==> src/rtl/core/rau_pkg.sv <==
package rau_pkg;

	// default operand width
	localparam int WIDTH_DEF = 32;

	// queue depth between front and back
	localparam int QDEPTH = 2;

	typedef enum logic [1:0] {
		CMD_ADD = 2'd0,
		CMD_SUB = 2'd1,
		CMD_MUL = 2'd2,
		CMD_DIV = 2'd3
	} cmd_t;

	typedef enum logic [1:0] {
		ST_OK    = 2'd0,
		ST_INVAL = 2'd1,
		ST_DIVZ  = 2'd2,
		ST_OVF   = 2'd3
	} st_t;

	// which fraction a reduction belongs to
	typedef enum logic [1:0] {
		PH_A,
		PH_B,
		PH_R
	} phase_t;

	typedef enum logic [1:0] {
		R_IDLE,
		R_GCD,
		R_DIVM,
		R_DIVD
	} red_state_t;

	typedef enum logic [3:0] {
		B_IDLE,
		B_RED,
		B_RWAIT,
		B_NEXT,
		B_MUL1,
		B_MUL2,
		B_MUL3,
		B_COMB,
		B_FIT
	} back_state_t;

	// queue handshake toward the back end
	typedef struct packed {
		logic valid;
		logic full;
	} q_stat_t;

endpackage

==> src/rtl/core/rau_front.sv <==
module rau_front #(
	parameter int W = rau_pkg::WIDTH_DEF
) (
	input  logic              start,
	input  logic              full,
	input  logic [1:0]        cmd,
	input  logic [31:0]       lhs_num,
	input  logic [31:0]       lhs_den,
	input  logic [31:0]       rhs_num,
	input  logic [31:0]       rhs_den,
	output logic              push,
	output logic [4*W+4:0]    entry
);
	import rau_pkg::*;

	logic [W-1:0] ln_v, ld_v, rn_v, rd_v;
	logic [W-1:0] ln_m, ld_m, rn_m, rd_m;
	logic         inval;
	logic         a_neg, b_neg;

	// take low W bits as two's complement, split into sign and magnitude
	assign ln_v = lhs_num[W-1:0];
	assign ld_v = lhs_den[W-1:0];
	assign rn_v = rhs_num[W-1:0];
	assign rd_v = rhs_den[W-1:0];

	assign ln_m = ln_v[W-1] ? (~ln_v + 1'b1) : ln_v;
	assign ld_m = ld_v[W-1] ? (~ld_v + 1'b1) : ld_v;
	assign rn_m = rn_v[W-1] ? (~rn_v + 1'b1) : rn_v;
	assign rd_m = rd_v[W-1] ? (~rd_v + 1'b1) : rd_v;

	// classify: zero denominator is an invalid argument
	assign inval = (ld_v == '0) || (rd_v == '0);
	assign a_neg = ln_v[W-1] ^ ld_v[W-1];
	assign b_neg = rn_v[W-1] ^ rd_v[W-1];

	assign push  = start & ~full;
	assign entry = {cmd, inval, a_neg, ln_m, ld_m, b_neg, rn_m, rd_m};

endmodule

==> config.mk <==
export PLATFORM = sky130hd
export DESIGN_NAME = rau_front
export DESIGN_NICKNAME = d
export VERILOG_FILES = /design/src/rtl/core/rau_pkg.sv /design/src/rtl/core/rau_front.sv
export SDC_FILE = /design/constraint.sdc
export NUM_CORES = 1
export LEC_CHECK = 0
export ABC_AREA = 1
export BUFFER_PORTS_ARGS = -buffer_cell sky130_fd_sc_hd__buf_2
export CORE_AREA = 3 3 103 105
export DETAILED_ROUTE_END_ITERATION = 16
export DIE_AREA = 0 0 106 108
export PLACE_DENSITY = 0.78
export RECOVER_POWER = 100
export SLEW_MARGIN = 40
export SYNTH_ARGS = -nofsm -noshare
export SYNTH_HDL_FRONTEND = slang
export SYNTH_SLANG_ARGS = --single-unit
==> constraint.sdc <==
create_clock -name vclk -period 2.5
set_clock_uncertainty 0.1 [all_clocks]
set_input_delay 0.25 -clock vclk [all_inputs]
set_output_delay 0.25 -clock vclk [all_outputs]
set_load 0.005 [all_outputs]
==> run metrics <==
clkbuf count=0; Iter 0 DRT Violations=423; crit path capture type=primary output; Hold Path Depth=0; Crit Path Class=in2out; register area=0 um2; Critical Path Slowest Stage Cell=nor2_1; I/O Buffers=about 260; Clk pwr share=0%; Setup crit start kind=primary input; Site Rows=36; die area=11450 um2; # hold bufs at CTS=0; die height=108 um; Yosys top cell by area=nand2_1; Pre-antenna DRT Iters=5; worst slew pin tran=0.5952 ns; die width=roughly 110 um; DP Wirelength=13.45 mm; CP max stage delay=0.34 ns; grt ovf=0; layout filler cell count=1187; share of layout cells above drive strength 1=18.19%; final setup vio count=0; arrival time at the worst endpoint=1.71 ns; layout net count=1276; Final Cell Area=roughly 5200 um2; Period Utilization, post-route=82.50%; FMAX=484.8 MHz; seq_cells=0; Slew Limit Fails=0; number of global-route vias before repair=between 5000 and 6000; Peak supply drop=101.4 uV; GP Congestion=~0.97; P&R area growth vs syn=27.33%; final hold viol count=0; Synth area leaders=nand2_1, nor2_1, nand3_1, xnor2_1, inv_1; class of the worst hold path=in2out; most numerous cell in the Yosys netlist=nand2_1; Mapped Avg Cell Area=between 4 and 5 um2; RSZ-0062 raised after global routing=no; Sw Ratio=59.00%; Ys Warns=0; power after layout=approximately 0.85 mW; max-cap violations=0; count of cell types in the netlist=24; status=completed; Synth top area share=34.38%; Net Switching=0.5038 mW; initial antenna violation count=1; Syn Nets=1031; crit path time final=approximately 2.1 ns; Setup TNS Final=0 ns; worst path required time=2.15 ns; first-pass GRT wire length=between 20 and 25 mm; Routed WL=15.26 mm; Seq/Total Area, Yosys=0%; Power Internal=0.3500 mW; Static Leakage=2.869 nW; core area=9729 um2; total number of vias=6162; Tot GR Track Use=24.98%; Mapped Cells=a little under 900; Crit Path Max Fanout=5; vias per cell=approximately 4.8; largest net degree at the start of global routing=35; Flop pwr share=0%; I/O pin total=266; # DRC=0; post-CTS setup buffers=0; CP dominant cell by count=nor2_1; post-route ant nets=0; HP Start=cmd[1]; pwr/cell area=162.9 nW/um2; initial core utilization=a little over two fifths; Netlist Area Pre-Place=4116 um2; worst-path cell chain=buf_2, nor2_1, nand2_1, nor2_1, nor2_1, nor2_1, nand3_1, nand2_1, clkbuf_1; cts repair resizes=0; hold endpoint=entry[132]; DP Area=5483 um2; drt wl/cell=~12 um; combinational share of power=100.0%; relative slew slack=60.32%; Synth top cells by count=nand2_1, nor2_1, inv_1, nand3_1, xnor2_1
==> cells in the final DEF, fill, tap and decap left out <==
cell type,n
xnor2_1,36
inv_2,1
o21ai_0,19
buf_4,3
nand4_1,3
o21bai_1,1
nor3_1,6
nor2_4,1
nor2_2,5
clkbuf_1,67
nand2_1,383
diode_2,1
nand3_1,68
xor2_1,24
o21ai_1,3
nand2_2,2
buf_2,191
ha_1,4
clkbuf_2,4
nand3b_1,13
nor2_1,217
nor4_1,1
inv_1,83
a21oi_1,2
clkinv_1,1
==> area by class of cell <==
| type | instances | area, um2 | area share (%) |
|---|---|---|---|
| timing repair buffer | 265 | 1250 | 23.85 |
| antenna | 1 | 2.502 | 0.04774 |
| inverter | 85 | 319.1 | 6.087 |
| multi-input combinational | 788 | 3503 | 66.84 |
| tap | 133 | 166.4 | 3.175 |
==> worst max-delay path, delay by kind of cell <==
kind	cells	cell delay (ns)
simple gates	7	1.21
buf+inv	2	0.24
==> power by group through the flow <==
stage / combinational [mW] / sequential [mW] / clock [mW]
5_1_grt: 0.962 / 0 / 0.0000000535
6_report: 0.854 / 0 / 0.0000000535
4_1_cts: 0.901 / 0 / 0
3_5_place_dp: 0.897 / 0 / 0
2_1_floorplan: 0.478 / 0 / 0
3_3_place_gp: 0.891 / 0 / 0
==> kinds of logic (layout without fill, tap and decap cells) <==
| logic type | after synthesis | count (layout) | synth area share [%] |
|---|---|---|---|
| AO/OA/AOI/OAI | 25 | 25 | 3.100 |
| XOR/XNOR | 60 | 60 | 12.77 |
| buffers and inverters | 107 | 350 | 11.00 |
| adder cells (fa/ha/maj) | 4 | 4 | 1.216 |
| AND/OR/NAND/NOR | 699 | 699 | 71.92 |
| other | 0 | 1 | 0 |
==> per-layer routing <==
layer	up-vias	share of wire [%]	track usage [%]
met2	296	48	46.77
met5	-	0	0
met1	2614	39	28.86
li1	3216	-	-
met3	36	8.8	4.597
met4	0	3.3	7.493
==> worst max path at each step <==
stage                      from    endpoint  slack, ns  depth (start not counted)
floorplan            rhs_den[0]  entry[130]       1.02                          8
global placement    rhs_den[31]   entry[17]       0.65                          8
detailed placement  rhs_den[31]   entry[17]       0.62                          8
CTS                 rhs_den[31]   entry[17]       0.61                          8
global route         lhs_num[4]  entry[114]       0.21                          9
finish               lhs_num[4]  entry[114]       0.44                          9
==> stage by stage <==
| step | setup WS, ns | util (%) | cells | hold slack, ns |
|---|---|---|---|---|
| floorplan | 1.025 | - | 895 | 0.4311 |
| global route | 0.2125 | 53.87 | 1272 | 0.4000 |
| detailed placement | 0.6202 | 56.35 | 1271 | 0.4000 |
| global placement | 0.6462 | 56.35 | 1271 | 0.4000 |
| CTS | 0.6142 | 56.35 | 1271 | 0.4000 |
| finish | 0.4375 | 53.87 | 1272 | 0.4000 |
(Power assumes the default switching activity.)
