--- src/rtl/core/rau_pkg.sv ---
package rau_pkg;

	// default operand width
	localparam int WIDTH_DEF = 32;

	// queue depth between front and back
	localparam int QDEPTH = 2;

	typedef enum logic [1:0] {
		CMD_ADD = 2'd0,
		CMD_SUB = 2'd1,
		CMD_MUL = 2'd2,
		CMD_DIV = 2'd3
	} cmd_t;

	typedef enum logic [1:0] {
		ST_OK    = 2'd0,
		ST_INVAL = 2'd1,
		ST_DIVZ  = 2'd2,
		ST_OVF   = 2'd3
	} st_t;

	// which fraction a reduction belongs to
	typedef enum logic [1:0] {
		PH_A,
		PH_B,
		PH_R
	} phase_t;

	typedef enum logic [1:0] {
		R_IDLE,
		R_GCD,
		R_DIVM,
		R_DIVD
	} red_state_t;

	typedef enum logic [3:0] {
		B_IDLE,
		B_RED,
		B_RWAIT,
		B_NEXT,
		B_MUL1,
		B_MUL2,
		B_MUL3,
		B_COMB,
		B_FIT
	} back_state_t;

	// queue handshake toward the back end
	typedef struct packed {
		logic valid;
		logic full;
	} q_stat_t;

endpackage

--- src/rtl/core/rau_queue.sv ---
module rau_queue #(
	parameter int DW = 133
) (
	input  logic                clk,
	input  logic                arst_n,
	input  logic                push,
	input  logic [DW-1:0]       wdata,
	input  logic                pop,
	output logic [DW-1:0]       rdata,
	output rau_pkg::q_stat_t    stat
);
	import rau_pkg::*;

	localparam int PW = (QDEPTH > 1) ? $clog2(QDEPTH) : 1;
	localparam int CW = $clog2(QDEPTH + 1);

	logic [DW-1:0] mem_q [QDEPTH];
	logic [PW-1:0] wp_q, rp_q;
	logic [CW-1:0] cnt_q;

	// storage
	always_ff @(posedge clk) begin
		if (push) begin
			mem_q[wp_q] <= wdata;
		end
	end

	// pointers and fill count
	always_ff @(posedge clk or negedge arst_n) begin
		if (!arst_n) begin
			wp_q  <= '0;
			rp_q  <= '0;
			cnt_q <= '0;
		end else begin
			if (push) begin
				wp_q <= (wp_q == PW'(QDEPTH - 1)) ? '0 : wp_q + 1'b1;
			end
			if (pop) begin
				rp_q <= (rp_q == PW'(QDEPTH - 1)) ? '0 : rp_q + 1'b1;
			end
			if (push && !pop) begin
				cnt_q <= cnt_q + 1'b1;
			end else if (pop && !push) begin
				cnt_q <= cnt_q - 1'b1;
			end
		end
	end

	assign rdata      = mem_q[rp_q];
	assign stat.valid = (cnt_q != '0);
	assign stat.full  = (cnt_q == CW'(QDEPTH));

endmodule

--- config.mk ---
export PLATFORM = sky130hd
export DESIGN_NAME = rau_queue
export DESIGN_NICKNAME = d
export VERILOG_FILES = /design/src/rtl/core/rau_pkg.sv /design/src/rtl/core/rau_queue.sv
export SDC_FILE = /design/constraint.sdc
export NUM_CORES = 1
export LEC_CHECK = 0
export BUFFER_PORTS_ARGS = -buffer_cell sky130_fd_sc_hd__clkbuf_2
export CORE_MARGIN = 8
export CORE_UTILIZATION = 56
export CTS_BUF_LIST = sky130_fd_sc_hd__clkbuf_16
export CTS_CLUSTER_SIZE = 30
export DETAILED_ROUTE_END_ITERATION = 10
export PLACE_DENSITY_LB_ADDON = 0.3
export SYNTH_ARGS = -nofsm -noshare
export SYNTH_HDL_FRONTEND = slang
export SYNTH_SLANG_ARGS = --single-unit
export TNS_END_PERCENT = 1
--- constraint.sdc ---
create_clock -name clk -period 11 [get_ports clk]
set_input_delay 1.1 -clock clk [delete_from_list [all_inputs] [get_ports clk]]
set_output_delay 1.1 -clock clk [all_outputs]
set_load 0.01 [all_outputs]
==> out/results.env <==
OUTCOME='completed'
FINAL_LAYOUT_SIZE_SUFFIX_GT1_SHARE_PCT=61.16
SYNTH-SEQ-CELLS=270
POST-ROUTE-MIN-PERIOD_PS=4385
SYNTHESIS.AREA_PER_INSTANCE_SQ_UM=23.31
FP.DIEH_MICRONS=149.8
TRITONCTS.NUM_BUFFERS=27
GRT_PASS1_VIAS=5469
POST_SYNTH_NUM_CELL_TYPES=14
WORSTSETUPENDPOINTTYPE='primary output'
GRT_ANTENNA_BEFORE_REPAIR=1
SETUP-TNS-FINAL_PS=0
LIBRARY_CELL_USED_AS_CLOCK_ROOT_BUFFER='sky130_fd_sc_hd__clkbuf_16'
SWITCHING_SHARE_PCT=27.92
CTS_BUFFER_DEPTH=3
SYNTHTOLAYOUTAREAGROWTH_PCT=24.36
LEAKAGE_uW=0.004958
SLEW_HEADROOM_PCT=16.15
CLKPWRFRAC_PCT=27.2
COMB_POWER_SHARE_PCT=28.0
ROUTED_WL_MICRONS=19990
WL_PER_CELL_MICRONS=20.65
MAX_SLEW.WORST_PIN.SLEW_PS=1258
FP.DIEW_MICRONS=149.8
NUMBER_OF_BUFFERS_INSERTED_FOR_HOLD_REPAIR_AFTER_CLOCK_TREE_SYNTHESIS=0
CRIT-REG2REG-LAUNCH='wp_q$_DFFE_PN0P_'
PLACEMENT_ROWS=49
DR_TOTAL_VIAS=5053
MAPPEDNETLISTAREA_SQ_UM=10020
POWER-PER-CELL-AREA_nW_PER_UM2=262.6
INSTANCES_NO_FILL=968
MAPPEDNETLISTNETS=568
TIMING.FINAL.CRIT_SHARE_PCT=39.86
ANTENNA_VIOLATING_NETS_POST_ROUTE=0
FINCLKSKEW_PS=4.958
ACHIEVABLE-FREQUENCY_MHz=228.1
CTS.CLK_SLEW.WORST_PATHS_PS=60
CAP_VIOL_MAX_COUNT=0
LAYOUT.CELLS.MOST_COMMON='sky130_fd_sc_hd__clkbuf_2'
HOLD_VIOL=0
INSERTION_DELAY_PS=510
PLACE.DETAILED.INSTANCES=919
CTS.REPAIR_TIMING.SETUP_BUFFER_COUNT=0
WORST_HOLD_PATH_TYPE='in -> async'
CP.REQUIRED_PS=9900
VDD_DROP_MAX_V=0.0001907
TIMING.CRITICAL_PATH.ARRIVAL_PS=3280
TIMING.FINAL.SETUP_VIOLATIONS=0
SYNTH_CELLS=430
FIRST_ITER_VIOLATIONS=239
NETS=857
INITIAL_UTILIZATION_PCT=56.38
YS.WARNINGS.COUNT=0
MOSTFREQUENTLAYOUTCELLS='271 x sky130_fd_sc_hd__clkbuf_2, 266 x sky130_fd_sc_hd__edfxtp_1, 73 x sky130_fd_sc_hd__mux2_2'
CTS_MAX_LEVEL=1
CLOCK_TREE_FROM_TRITONCTS='built'
STARTPOINT_TYPES='flip-flop'
TOP_LEVEL_PORTS=272
GP_CONGESTION=0.7388
GRT_START_MAX_NET_PINS=86
DRT-VIAS-PER-INSTANCE=5.220
GRT_PASS1_WL_MICRONS=29420
GRT_OVERFLOW_TOTAL=0
DP_HPWL_MICRONS=13780
CELL_INT_POWER_uW=2360
NETSWITCHINGPOWER_uW=913.9
DETAIL_ROUTE.DRC_VIOLATIONS=0
SEQ_POWER_SHARE_PCT=44.8
SETUP_REPAIR_AFTER_GLOBAL_ROUTING_MISSED_ITS_MARGIN='false'
YOSYSSEQAREASHARE_PCT=80.68
CRITICAL_PATH_CLASS='reg -> out'
CRITPATHMAXFANOUT=85
CTS_NUM_SINKS=270
DRT-PASS1-ITER-COUNT=4
DIODES=0
GRT_USAGE_PCT=17.01
START_POINT_OF_THE_CRITICAL_PATH='rp_q$_DFFE_PN0P_'
DESIGN.CORE.AREA_SQ_UM=17780
CTSRESIZECOUNT=0
SLEW_VIOL_FINAL=0
DESIGN.DIE.AREA_SQ_UM=22440
PORT_BUFFERS=271
==> cell usage after synthesis <==
cell	number	area share, %
sky130_fd_sc_hd__ha_1	1	0.12
sky130_fd_sc_hd__xor2_1	4	0.35
sky130_fd_sc_hd__nor2_1	1	0.037
sky130_fd_sc_hd__inv_1	1	0.037
sky130_fd_sc_hd__buf_2	7	0.35
sky130_fd_sc_hd__and2_1	1	0.062
sky130_fd_sc_hd__dfrtp_1	4	1.0
sky130_fd_sc_hd__mux2_4	60	9.0
sky130_fd_sc_hd__mux2_2	73	8.2
sky130_fd_sc_hd__buf_6	8	0.90
sky130_fd_sc_hd__or2_2	1	0.062
sky130_fd_sc_hd__xnor2_1	1	0.087
sky130_fd_sc_hd__edfxtp_1	266	80
sky130_fd_sc_hd__nor2b_1	2	0.12
==> through the flow <==
step | setup WS [ps] | util, % | area (sq um) | total power, uW | hold slack, ps
3_3_place_gp | 7207 | 65.17 | 11590 | 2390 | 465.8
5_1_grt | 6460 | 70.12 | 12470 | 3416 | 380.0
2_1_floorplan | 3495 | - | 10020 | 2110 | 447.4
3_5_place_dp | 7162 | 65.17 | 11590 | 2421 | 472.9
4_1_cts | 6605 | 70.12 | 12470 | 3321 | 378.8
6_report | 6615 | 70.12 | 12470 | 3274 | 400.4
==> per-layer routing <==
layer / GRT usage (%) / wire length, microns
met5: 0 / 15
met4: 5.097 / 433
met3: 6.683 / 2122
met2: 28.60 / 9881
met1: 19.85 / 7531
==> kinds of logic (layout without fill, tap and decap cells) <==
group	Yosys count	count (layout)	share of synthesized area, %
buf+inv	16	325	1.286
xor+xnor	5	5	0.4368
simple gates	5	5	0.2871
mux	133	133	17.19
fa+ha+maj	1	1	0.1248
flops	270	270	80.68
==> critical path, cell delays in order (launching register included) <==
cell	delay (ps)
sky130_fd_sc_hd__dfrtp_4	990
sky130_fd_sc_hd__buf_4	1000
sky130_fd_sc_hd__mux2_2	440
sky130_fd_sc_hd__clkbuf_2	140
==> area by class of cell <==
| cell class | count | area [sq um] |
|---|---|---|
| clock buffers | 27 | 675.6 |
| clock inverters | 22 | 205.2 |
| fillers | 1132 | 5313 |
| inverters | 1 | 3.754 |
| multi-input cells | 144 | 1818 |
| flip-flops and latches | 270 | 8092 |
| well taps | 229 | 286.5 |
| repair buffers | 275 | 1386 |
==> worst paths after layout <==
| path | slack (ps) | end | cells after the start |
|---|---|---|---|
| setup reg to reg | 8480 | mem_q[1][108]$_DFFE_PP_ | 2 |
| max in group asynchronous | 10440 | rp_q$_DFFE_PN0P_ | 1 |
| hold reg to reg | 480 | cnt_q[1]$_DFFE_PN0P_ | 1 |
| min in group clk | 480 | cnt_q[1]$_DFFE_PN0P_ | 1 |
| hold / removal | 400 | cnt_q[1]$_DFFE_PN0P_ | 1 |
| setup / recovery | 6620 | rdata[111] | 3 |
==> power by group through the flow <==
stage / clock [uW] / sequential [uW] / combinational [uW]
6_report: 892 / 1470 / 916
5_1_grt: 952 / 1490 / 978
4_1_cts: 915 / 1470 / 936
3_5_place_dp: 0 / 1490 / 932
3_3_place_gp: 0 / 1470 / 916
2_1_floorplan: 0 / 1460 / 654
==> state kept, by name, indices dropped and copies added, names as in the netlist <==
| signal | flops |
|---|---|
| cnt_q | 2 |
| mem_q | 266 |
| rp_q | 1 |
| wp_q | 1 |
Power figures use the tool's default switching activity.
